File: src/design/assert_macros.svh
// ----------------------------------------------------------------------------
// assert_macros.svh
// Assertion helpers included by the top-level RTL file.
// ----------------------------------------------------------------------------
`ifndef ASSERT_MACROS_SVH
`define ASSERT_MACROS_SVH

// Same-cycle implication, disabled while reset is held.
`define ASSERT_SAME(lbl, ante, cons, msg) \
    lbl: assert property (@(posedge i_clk) disable iff (!i_rst_n) (ante) |-> (cons)) \
        else $error(msg);

// Next-cycle implication, disabled while reset is held.
`define ASSERT_NEXT(lbl, ante, cons, msg) \
    lbl: assert property (@(posedge i_clk) disable iff (!i_rst_n) (ante) |=> (cons)) \
        else $error(msg);

`endif

File: src/design/lsn_pkg.sv
// ----------------------------------------------------------------------------
// lsn_pkg
// Types, constants and the row code mapping of the snow scanner.
// ----------------------------------------------------------------------------
package lsn_pkg;

    localparam logic       OP_SCAN  = 1'b0;
    localparam logic       OP_ANIM  = 1'b1;
    localparam logic [7:0] ROW_FULL = 8'hFF;

    typedef struct packed {
        logic       last;
        logic [2:0] row_code;
        logic [7:0] column_bits;
    } t_result;

    typedef struct packed {
        logic wr_en;
        logic clr;
    } t_mem_ctl;

    // row decoder code: bits 0 and 2 of the row index swapped
    function automatic logic [2:0] row_code_of(input logic [2:0] row);
        return {row[0], row[1], row[2]};
    endfunction

endpackage

File: src/design/lsn_frame_mem.sv
// ----------------------------------------------------------------------------
// lsn_frame_mem
// Frame store: one byte per row, one write and one registered read per cycle,
// per-row valid bits so that a cleared row reads as zero.
// ----------------------------------------------------------------------------
module lsn_frame_mem
    import lsn_pkg::*;
#(
    parameter int ROWS = 8,
    localparam int AW  = $clog2(ROWS)
) (
    input  logic          i_clk,
    input  logic          i_rst_n,
    input  t_mem_ctl      i_ctl,
    input  logic [AW-1:0] i_wr_addr,
    input  logic [7:0]    i_wr_data,
    input  logic [AW-1:0] i_rd_addr,
    output logic [7:0]    o_rd_data
);

    logic [7:0]      r_mem [ROWS];
    logic [ROWS-1:0] r_valid;
    logic [7:0]      r_rd_data;
    logic            r_rd_vld;

    always_ff @(posedge i_clk) begin
        if (i_ctl.wr_en) begin
            r_mem[i_wr_addr] <= i_wr_data;
        end
        r_rd_data <= r_mem[i_rd_addr];
    end

    always_ff @(posedge i_clk) begin
        if (!i_rst_n) begin
            r_valid  <= '0;
            r_rd_vld <= 1'b0;
        end else begin
            r_rd_vld <= r_valid[i_rd_addr];
            if (i_ctl.clr) begin
                r_valid <= '0;
            end else if (i_ctl.wr_en) begin
                r_valid[i_wr_addr] <= 1'b1;
            end
        end
    end

    assign o_rd_data = r_rd_vld ? r_rd_data : 8'h00;

endmodule

File: src/design/lsn_out_q.sv
// ----------------------------------------------------------------------------
// lsn_out_q
// Two-entry result queue: a scan tick loads its blank and lit results at once.
// ----------------------------------------------------------------------------
module lsn_out_q
    import lsn_pkg::*;
(
    input  logic    i_clk,
    input  logic    i_rst_n,
    input  logic    i_push,
    input  t_result i_blank,
    input  t_result i_lit,
    output logic    o_empty,
    output logic    o_valid,
    input  logic    i_ready,
    output t_result o_head
);

    logic [1:0] r_cnt;
    t_result    r_head;
    t_result    r_tail;
    logic       pop;

    assign pop = o_valid & i_ready;

    always_ff @(posedge i_clk) begin
        if (!i_rst_n) begin
            r_cnt <= 2'd0;
        end else if (i_push) begin
            r_cnt <= 2'd2;
        end else if (pop) begin
            r_cnt <= r_cnt - 2'd1;
        end
    end

    always_ff @(posedge i_clk) begin
        if (i_push) begin
            r_head <= i_blank;
            r_tail <= i_lit;
        end else if (pop) begin
            r_head <= r_tail;
        end
    end

    assign o_empty = (r_cnt == 2'd0);
    assign o_valid = !o_empty;
    assign o_head  = r_head;

endmodule

File: src/design/lsn_ctrl.sv
// ----------------------------------------------------------------------------
// lsn_ctrl
// Sequencer: scan reads, full-frame check sweep and the bottom-up snow fall
// sweep over the frame store (read, modify, write back one row per cycle).
// ----------------------------------------------------------------------------
module lsn_ctrl
    import lsn_pkg::*;
#(
    parameter int ROWS = 8,
    localparam int AW  = $clog2(ROWS)
) (
    input  logic          i_clk,
    input  logic          i_rst_n,
    input  logic          i_tvalid,
    output logic          o_tready,
    input  logic          i_op,
    input  logic [23:0]   i_rnd,
    output t_mem_ctl      o_mem,
    output logic [AW-1:0] o_wr_addr,
    output logic [7:0]    o_wr_data,
    output logic [AW-1:0] o_rd_addr,
    input  logic [7:0]    i_rd_data,
    input  logic          i_q_empty,
    output logic          o_push,
    output t_result       o_blank,
    output t_result       o_lit
);

    localparam logic [2:0] ST_IDLE     = 3'd0;
    localparam logic [2:0] ST_SCAN_RD  = 3'd1;
    localparam logic [2:0] ST_SCAN_OUT = 3'd2;
    localparam logic [2:0] ST_CHK      = 3'd3;
    localparam logic [2:0] ST_CHK_END  = 3'd4;
    localparam logic [2:0] ST_FALL     = 3'd5;
    localparam logic [2:0] ST_FALL_END = 3'd6;
    localparam logic [2:0] ST_TOP      = 3'd7;

    localparam logic [AW-1:0] LAST_ROW = AW'(ROWS - 1);

    logic [2:0]    r_state,  n_state;
    logic [AW-1:0] r_row,    n_row;
    logic [2:0]    r_code_prev, n_code_prev;
    logic          r_invert, n_invert;
    logic          r_dv,     n_dv;
    logic          r_full,   n_full;
    logic [AW-1:0] r_addr,   n_addr;
    logic [AW-1:0] r_daddr;
    logic [7:0]    r_carry,  n_carry;
    logic [7:0]    r_flakes;
    logic          accept;
    logic [7:0]    cols;

    assign o_tready = (r_state == ST_IDLE);
    assign accept   = i_tvalid & o_tready;
    assign cols     = i_rd_data ^ {8{r_invert}};

    always_comb begin
        n_state     = r_state;
        n_row       = r_row;
        n_code_prev = r_code_prev;
        n_invert    = r_invert;
        n_dv        = 1'b0;
        n_full      = r_full;
        n_addr      = r_addr;
        n_carry     = r_carry;
        o_mem       = '0;
        o_wr_addr   = AW'(r_daddr + 1'b1);
        o_wr_data   = r_carry | i_rd_data;
        o_rd_addr   = r_row;
        o_push      = 1'b0;
        case (r_state)
            ST_IDLE: begin
                if (accept) begin
                    if (i_op == OP_SCAN) begin
                        n_code_prev = row_code_of(3'(r_row));
                        n_row       = (r_row == LAST_ROW) ? '0 : AW'(r_row + 1'b1);
                        n_state     = ST_SCAN_RD;
                    end else begin
                        n_addr  = '0;
                        n_full  = 1'b1;
                        n_state = ST_CHK;
                    end
                end
            end
            ST_SCAN_RD: begin
                n_state = ST_SCAN_OUT;
            end
            ST_SCAN_OUT: begin
                // read address stays on r_row, so the data holds while waiting
                if (i_q_empty) begin
                    o_push  = 1'b1;
                    n_state = ST_IDLE;
                end
            end
            ST_CHK: begin
                o_rd_addr = r_addr;
                n_dv      = 1'b1;
                if (r_dv) begin
                    n_full = r_full & (i_rd_data == ROW_FULL);
                end
                if (r_addr == LAST_ROW) begin
                    n_state = ST_CHK_END;
                end else begin
                    n_addr = AW'(r_addr + 1'b1);
                end
            end
            ST_CHK_END: begin
                if (r_full && (i_rd_data == ROW_FULL)) begin
                    o_mem.clr = 1'b1;
                    n_invert  = !r_invert;
                end
                n_addr  = LAST_ROW;
                n_state = ST_FALL;
            end
            ST_FALL, ST_FALL_END: begin
                // data of row d arrives: row d+1 takes the flakes from above,
                // the carry keeps what stays in row d
                if (r_dv || (r_state == ST_FALL_END)) begin
                    if (r_daddr == LAST_ROW) begin
                        n_carry = i_rd_data;
                    end else begin
                        o_mem.wr_en = 1'b1;
                        n_carry     = r_carry & i_rd_data;
                    end
                end
                if (r_state == ST_FALL) begin
                    o_rd_addr = r_addr;
                    n_dv      = 1'b1;
                    if (r_addr == '0) begin
                        n_state = ST_FALL_END;
                    end else begin
                        n_addr = AW'(r_addr - 1'b1);
                    end
                end else begin
                    n_state = ST_TOP;
                end
            end
            ST_TOP: begin
                o_mem.wr_en = 1'b1;
                o_wr_addr   = '0;
                o_wr_data   = r_carry | r_flakes;
                n_state     = ST_IDLE;
            end
            default: begin
                n_state = ST_IDLE;
            end
        endcase
    end

    always_ff @(posedge i_clk) begin
        if (!i_rst_n) begin
            r_state  <= ST_IDLE;
            r_row    <= '0;
            r_invert <= 1'b0;
            r_dv     <= 1'b0;
        end else begin
            r_state  <= n_state;
            r_row    <= n_row;
            r_invert <= n_invert;
            r_dv     <= n_dv;
        end
    end

    always_ff @(posedge i_clk) begin
        r_code_prev <= n_code_prev;
        r_full      <= n_full;
        r_addr      <= n_addr;
        r_daddr     <= o_rd_addr;
        r_carry     <= n_carry;
        if (accept) begin
            r_flakes <= i_rnd[7:0] & i_rnd[15:8] & i_rnd[23:16];
        end
    end

    assign o_blank = '{last: 1'b0, row_code: r_code_prev, column_bits: 8'h00};
    assign o_lit   = '{last: 1'b1, row_code: row_code_of(3'(r_row)), column_bits: cols};

endmodule

File: src/design/led_matrix_snow_scanner_unit.sv
// ----------------------------------------------------------------------------
// led_matrix_snow_scanner_unit
// Monochrome LED matrix engine: row scan output and falling-snow animation
// over a frame store of ROWS row bytes.
// ----------------------------------------------------------------------------
//  channel  | dir | tdata                                | tuser / tlast
//  s_axis   | in  | [23:0] random_bits                   | tuser[0] operation
//  m_axis   | out | [7:0] column_bits, [10:8] row_code   | tlast last_of_run
//
//  Scan tick: the row is read in SCAN_RD and both results are queued from
//  SCAN_OUT, which waits until the previous pair has left the queue.
//  Animation tick: one frame-store read port access per row for the full
//  check and again for the fall sweep.
//  Reset clears the row counter, invert flag and row valid bits at once.
//  Output stalls never block input transfers, except a scan waiting to queue.
// ----------------------------------------------------------------------------
module led_matrix_snow_scanner_unit
    import lsn_pkg::*;
#(
    parameter int ROWS = 8
) (
    input  logic        i_clk,
    input  logic        i_rst_n,
    input  logic        s_axis_tvalid,
    output logic        s_axis_tready,
    input  logic [23:0] s_axis_tdata,   // [23:0] random_bits
    input  logic        s_axis_tuser,   // [0] operation
    output logic        m_axis_tvalid,
    input  logic        m_axis_tready,
    output logic [15:0] m_axis_tdata,   // [7:0] column_bits, [10:8] row_code, zero above
    output logic        m_axis_tlast
);

    localparam int AW = $clog2(ROWS);

    t_mem_ctl      mem_ctl;
    logic [AW-1:0] wr_addr;
    logic [7:0]    wr_data;
    logic [AW-1:0] rd_addr;
    logic [7:0]    rd_data;
    logic          q_empty;
    logic          push;
    t_result       blank_res;
    t_result       lit_res;
    t_result       head;
    logic          s_xfer;
    logic          m_blank;
    logic          m_lit;

    lsn_frame_mem #(.ROWS(ROWS)) u_mem (
        .i_clk     (i_clk),
        .i_rst_n   (i_rst_n),
        .i_ctl     (mem_ctl),
        .i_wr_addr (wr_addr),
        .i_wr_data (wr_data),
        .i_rd_addr (rd_addr),
        .o_rd_data (rd_data)
    );

    lsn_ctrl #(.ROWS(ROWS)) u_ctrl (
        .i_clk     (i_clk),
        .i_rst_n   (i_rst_n),
        .i_tvalid  (s_axis_tvalid),
        .o_tready  (s_axis_tready),
        .i_op      (s_axis_tuser),
        .i_rnd     (s_axis_tdata),
        .o_mem     (mem_ctl),
        .o_wr_addr (wr_addr),
        .o_wr_data (wr_data),
        .o_rd_addr (rd_addr),
        .i_rd_data (rd_data),
        .i_q_empty (q_empty),
        .o_push    (push),
        .o_blank   (blank_res),
        .o_lit     (lit_res)
    );

    lsn_out_q u_q (
        .i_clk   (i_clk),
        .i_rst_n (i_rst_n),
        .i_push  (push),
        .i_blank (blank_res),
        .i_lit   (lit_res),
        .o_empty (q_empty),
        .o_valid (m_axis_tvalid),
        .i_ready (m_axis_tready),
        .o_head  (head)
    );

    assign m_axis_tdata = {5'b0, head.row_code, head.column_bits};
    assign m_axis_tlast = head.last;

    assign s_xfer  = s_axis_tvalid & s_axis_tready;
    assign m_blank = m_axis_tvalid & !m_axis_tlast;
    assign m_lit   = m_axis_tvalid & m_axis_tlast;

`include "assert_macros.svh"

    `ASSERT_NEXT(a_busy_after_accept, s_xfer, !s_axis_tready, "transfer taken while busy")
    `ASSERT_SAME(a_blank_is_dark, m_blank, head.column_bits == 8'h00, "blank drives columns")
    `ASSERT_NEXT(a_lit_follows_blank, m_blank && m_axis_tready, m_lit, "no lit result")
    `ASSERT_SAME(a_push_into_empty, push, q_empty, "pair pushed over queued results")

endmodule

File: config.mk
export PLATFORM = sky130hd
export DESIGN_NAME = led_matrix_snow_scanner_unit
export DESIGN_NICKNAME = d
export VERILOG_FILES = /design/src/design/lsn_pkg.sv /design/src/design/lsn_frame_mem.sv /design/src/design/lsn_out_q.sv /design/src/design/lsn_ctrl.sv /design/src/design/led_matrix_snow_scanner_unit.sv
export VERILOG_INCLUDE_DIRS = /design/src /design/src/design
export SDC_FILE = /design/constraint.sdc
export NUM_CORES = 1
export LEC_CHECK = 0
export ABC_AREA = 1
export BUFFER_PORTS_ARGS = -buffer_cell sky130_fd_sc_hd__buf_2
export CAP_MARGIN = 40
export CELL_PAD_IN_SITES_DETAIL_PLACEMENT = 0
export CELL_PAD_IN_SITES_GLOBAL_PLACEMENT = 2
export CORE_ASPECT_RATIO = 1.5
export CORE_MARGIN = 2
export CORE_UTILIZATION = 25
export CTS_BUF_LIST = sky130_fd_sc_hd__clkbuf_8
export CTS_CLUSTER_SIZE = 14
export DETAILED_ROUTE_END_ITERATION = 6
export PLACE_DENSITY = 0.53
export RECOVER_POWER = 50
export SKIP_LAST_GASP = 1
export SYNTH_ARGS = -nofsm -noshare
export SYNTH_HDL_FRONTEND = slang
export SYNTH_SLANG_ARGS = --single-unit
File: constraint.sdc
create_clock -name i_clk -period 4 [get_ports i_clk]
set_clock_uncertainty 0.2 [all_clocks]
set_input_delay 0.2 -clock i_clk [delete_from_list [all_inputs] [get_ports i_clk]]
set_output_delay 0.2 -clock i_clk [all_outputs]
set_load 0.005 [all_outputs]
# Word-level counts from Yosys, hierarchy flattened
# Memory sizes are Yosys's and may differ from the RTL's. A register that Yosys moved wholly into a read port is not among the register bits.
# Cells that the tools add are included.
dict set report word_totals {
  mem_bits_rw 64
  inputBits 29
  elab_cells 123
  ff_bits 68
  memories 1
}
dict set report classes {
  n_reduce_logical 20
  n_addsub 5
  n_bitwise 12
  n_eq_ne 20
  magnitude_cmp 3
  mux 43
}
# name depth word_bits read_ports rd_clocked_by_memory_dff wr line_no
set memory_table {}
lappend memory_table {u_mem.r_mem 8 8 1 1 1 lsn_frame_mem.sv:21} ;# logic [7:0] r_mem [ROWS];
# cell n
set op_table {}
lappend op_table {{$mux W3} 13}
lappend op_table {{$and A8 B8 Y8} 3}
lappend op_table {{$mux W8} 3}
lappend op_table {{$or A8 B8 Y8} 3}
lappend op_table {{$mux W11} 2}
lappend op_table {{$eq A3 B3 Y1 const B} 7}
lappend op_table {{$pmux W3 S7} 1}
lappend op_table {{$mux W1} 14}
lappend op_table {{$pmux W3 S4} 1}
lappend op_table {{$add A3 B1 Y3 const B} 3}
lappend op_table {{$eq A8 B8 Y1 const B} 1}
lappend op_table {{$lt A3 B4 Y1 const B} 2}
lappend op_table {{$ne A2 B1 Y1 const B} 4}
lappend op_table {{$ne A2 B2 Y1 const B} 4}
lappend op_table {{$reduce_and A4 Y1} 2}
lappend op_table {{$xor A8 B8 Y8} 1}
lappend op_table {{$eq A3 B2 Y1 const B} 2}
lappend op_table {{$logic_not A3 Y1} 2}
lappend op_table {{$mux W2} 3}
lappend op_table {{$pmux W1 S2} 3}
lappend op_table {{$pmux W3 S2} 1}
lappend op_table {{$reduce_and A6 Y1} 1}
lappend op_table {{$reduce_or A2 Y1} 3}
lappend op_table {{$reduce_and A2 Y1} 2}
lappend op_table {{other kinds (16)} 22}

# Longest topological paths before layout
dict set report logic_depth {
  word_depth 7
  ltp_mapped 12
  depth_no_buf 11
}

# By module
# From an unflattened synthesis, not the netlist that was laid out.
dict set report hier_totals {
  hier_cells 615
  area_unflattened_um2 6147.1
}
# module seq_area_each_um2 instances cells_per_inst area_each_um2
set by_module_without_submodules {}
lappend by_module_without_submodules {lsn_frame_mem 2262.2 1 310 3253.1}
lappend by_module_without_submodules {lsn_ctrl 910.9 1 216 1854.3}
lappend by_module_without_submodules {lsn_out_q 760.7 1 83 998.5}
lappend by_module_without_submodules {led_matrix_snow_scanner_unit 0.0 1 6 41.3}

# Worst setup path before layout
# No wires, ideal clock.
dict set report synth_timing {
  path_kind {reg-to-reg}
  startpoint {register u_ctrl.r_state[1]}
  endpoint {register u_q.r_head (netlist bit u_q.o_head[10]), enable pin}
  slack_ps 1760
  path_stages_with_launch 8
  period_less_slack_ps 2240
  t_arrival_ps 1737
  t_required_ps 3497
  path_cell_list {dfxtp_1 > inv_2 > nor2_1 > nand2_1 > nor2_1 > inv_1 > buf_2 > nand2_1}
}
dict set report synth_via {
  elab_chain_cells 3
}
# item line_no
set synth_rtl {}
lappend synth_rtl {{start: declaration} lsn_ctrl.sv:40} ;# logic [2:0] r_state, n_state;
lappend synth_rtl {{start signal: assignment} lsn_ctrl.sv:157} ;# r_state <= n_state;
lappend synth_rtl {{$eq A3 B2 Y1} lsn_ctrl.sv:71} ;# case (r_state)
lappend synth_rtl {{$mux W1} lsn_ctrl.sv:71}
lappend synth_rtl {{named net push} led_matrix_snow_scanner_unit.sv:42} ;# logic push;
lappend synth_rtl {{$reduce_bool A2 Y1 (no line)} n/a}
lappend synth_rtl {{end signal: assignment} lsn_out_q.sv:38} ;# r_head <= i_blank;
lappend synth_rtl {{end signal: assignment} lsn_out_q.sv:41} ;# r_head <= r_tail;
lappend synth_rtl {{end: declaration} lsn_out_q.sv:20} ;# t_result r_head;
# The timed path passes the listed nets, and every way through them passes these cells.
# A chain may end at the register's enable or synchronous reset.

# Worst setup path after layout
dict set report layout_timing {
  startpoint {register u_ctrl.r_state[0]}
  endpoint {memory u_mem.r_mem[0][4], enable pin}
}
dict set report layout_via {
  elab_chain_cells 6
  elab_cells_between_ends 10
}
# item line_no
set layout_rtl {}
lappend layout_rtl {{$eq A3 B3 Y1} {lsn_ctrl.sv:71, lsn_ctrl.sv:118}}
lappend layout_rtl {{$logic_or A1 B1 Y1} lsn_ctrl.sv:118} ;# if (r_dv || (r_state == ST_FALL_END)) begin
lappend layout_rtl {{$mux W1} lsn_ctrl.sv:118}
lappend layout_rtl {{$pmux W1 S2} lsn_ctrl.sv:71}
lappend layout_rtl {{$mux W1} lsn_frame_mem.sv:27} ;# if (i_ctl.wr_en) begin
lappend layout_rtl {{$mux W1 (implied by the code)} lsn_frame_mem.sv:28} ;# r_mem[i_wr_addr] <= i_wr_data;
lappend layout_rtl {{end: declaration} lsn_frame_mem.sv:21}
# Parallel ways exist; a longest one is shown, timed or not.

==> metrics <==
area share of fa/ha/maj cells after synthesis 1.39%; Routed WL per cell roughly 17 um; Final Util ~30%; HPWL after DPL 11600 um; Worst Hold Class flop to flop; CTS root buf clkbuf_8; Detail Route Antenna Nets 0; CTS tree yes; Max FO, Critical Path 9; first-pass GRT wire length 24800 um; Area Overhead vs Synth 18.2%; Die X around 130 um; hold path depth 2; main flop type after synthesis edfxtp_1; Starting DRT DRC Count between 200 and 250; ranking of synthesized cells by area edfxtp_1 51%, dfxtp_1 13%, nand2_1 8.3%; Die H 193 um; placed cell count 925; Yosys top cell area share 50.9%; overall via count from detail_route slightly above 4k; Post-Synth XOR/XNOR Area 1.32%; num ports 48; Total GRT Usage 13.8%; H-tree Lvls 4; HP Start u_q.o_head[11]; fmax 337 MHz; vias in the first global route around 4.3k; PD cells 605 nW/um2; DRT Wirelength 16200 um; Placed Area 6530 um2; total power around 0.0043 W; simple-gate share of the synthesized area between 10% and 20%; unrepaired setup endpoints after global routing false; global placer's final weighted congestion just under 0.8; first drt pass iteration count 4; Worst Setup End Kind flop; #FFs+latches synth between 100 and 150; Synth Area per Inst 10.4 um2; core footprint 23600 um2; Unique masters post-synth 34; n_diodes 0; Mapped Area 5950 um2; Tcrit/Tclk final roughly 74%; leakage power 2.83 nW; most common cell in the netlist nand2_1; post-synthesis sequential area ratio 64.1%; sequential standard cell area 3810 um2; max-slew violation total from the final report 0; Reg2Reg Depth 7; most frequent cells after synthesis 132 x nand2_1, 101 x edfxtp_1, 46 x inv_1; worst r2r src u_ctrl.r_state[0]; Setup-failing EPs final 0; final hold vios 0; layout cells sized above 1 13.5%; design area ~7000 um2; largest area contributor in the netlist edfxtp_1; clock sink count 140; fin crit period 2.96 ns; number of non-filler instances in the completed layout 977; initial core utilization 25.3%; clk buf depth 2; PortBufs 42; worst skew pair latency 0.46 ns; slew margin rel. between 50 and 60%; yosys warns 0; critical setup path kind flop to flop; area occupied by multi-input gates 1790 um2; crit path DAT 2.89 ns; nets 680; Post-synth EDFFs between 100 and 150; WP data required 3.92 ns; largest family of logic cells by synthesized area simple AND/OR/NAND/NOR gates; initial antenna violation count 0; filler cell count between 2k and 2.5k; Via density 4.25; total grt overflow 0; r2r setup slk 1.04 ns; total CTS buffers 17; setup TNS 0 ns; Max VDD drop 0.000215 V; Hold Path End u_q.o_head[11]; Synth Area in Compound Gates 8.51%; die area 25100 um2; ys async rst share 0%; clk slew on worst S/H paths 0.08 ns; # rows 69; Remaining DRCs 0; Least-Margin Pin Slew about 0.74 ns; Max Cap Viol 0; R2R Path End u_mem.r_mem[0][4]; mux cell area share after synthesis 1.70%; Worst setup SP type flop; status finished clean; largest net degree at the start of global routing 38; synthesized instance count 570
## worst max-delay path by stage
stage,start,end,slack (ns),depth (start not counted)
after global routing,u_ctrl.r_state[0],u_mem.r_mem[1][1],0.79,7
after CTS,u_ctrl.r_state[1],u_mem.r_rd_vld,1.46,11
after detailed placement,u_ctrl.r_state[1],u_mem.r_rd_data[4],1.48,10
final,u_ctrl.r_state[0],u_mem.r_mem[0][4],1.04,7
after floorplan,u_ctrl.r_state[1],u_q.o_head[10],1.76,7
after global placement,u_ctrl.r_state[1],u_mem.r_rd_data[4],1.49,10
## logic make-up after synthesis
logic type	Yosys count
xor gates and xnor gates	9
buffers and inverters	75
and+or+nand+nor	234
other	1
muxes	9
DFF	140
AOI/OAI and AO/OA	96
adders and majority gates	6
## registers in the layout, indices dropped and copies added (netlist names)
name	cells
u_ctrl.r_invert	1
u_q.r_tail	11
u_ctrl.r_daddr	3
u_ctrl.r_code_prev	3
u_ctrl.r_addr	3
u_ctrl.r_dv	1
u_ctrl.r_full	1
u_mem.r_valid	8
u_ctrl.r_carry	8
u_mem.r_rd_vld	1
u_q.o_head	12
u_mem.r_rd_data	8
u_ctrl.r_state	3
u_ctrl.r_flakes	8
u_q.r_cnt	2
u_mem.r_mem	64
u_ctrl.r_row	3
## repair_timing
item	4_1_cts	5_1_grt
hold buffers	20	0
buffers inserted	0	0
gates resized for setup	0	0
hold endpoints to repair	19	0
## critical path, stage by stage (launching register included)
cell      delay [ns]
dfxtp_1         0.50
nand3_1         0.31
o21ai_0         0.24
clkbuf_1        0.47
nand2_1         0.12
nand2_1         0.25
nand3_1         0.21
inv_1           0.33
## final cells by class
type	instances	share of cell area (%)
Clock buffer	17	3.33
Clock inverter	15	1.80
Inverter	52	2.77
Multi-Input combinational cell	359	25.4
Tap cell	319	5.67
Timing Repair Buffer	75	6.78
Sequential cell	140	54.2
## layout by cell type (no fill, tap or decap), types with 3 or more instances in the layout
cell type and instances:
nand2_1 135, edfxtp_1 101, inv_1 50, nor2_1 43, dfxtp_1 39, a21oi_1 38, nand3_1 37, buf_2 32
o21ai_1 27, o21ai_0 24, dlygate4sd3_1 20, clkbuf_8 17, clkbuf_1 15, xor2_1 9, mux2_2 9, and3_1 8
buf_4 8, ha_1 5, conb_1 5, inv_2 4, a32o_1 3, nor3_1 3, inv_6 3, clkinv_4 3
clkinvlp_4 3
## metal layers
layer,vias to the layer above,track usage [%],part of all wire (%)
met3,25,3.20,2.3
met5,-,0,0
met4,0,6.70,3.1
met2,65,25.5,54
li1,2079,-,-
met1,1980,14.6,40
## per-stage QoR
stage                     worst slack (ns)  hold WS (ns)
final                                 1.04         0.254
after global routing                 0.793         0.287
after CTS                             1.46         0.248
after detailed placement              1.48         0.227
after global placement                1.49         0.223
after floorplan                       1.76         0.120
## report_power, final
part / switching [W] / total (W) / internal, W
Combinational: 0.000831 / 0.00122 / 0.000390
Clock: 0.000584 / 0.00107 / 0.000489
Sequential: 0.000126 / 0.00196 / 0.00183
No activity file was read; power rests on OpenSTA's default activity.
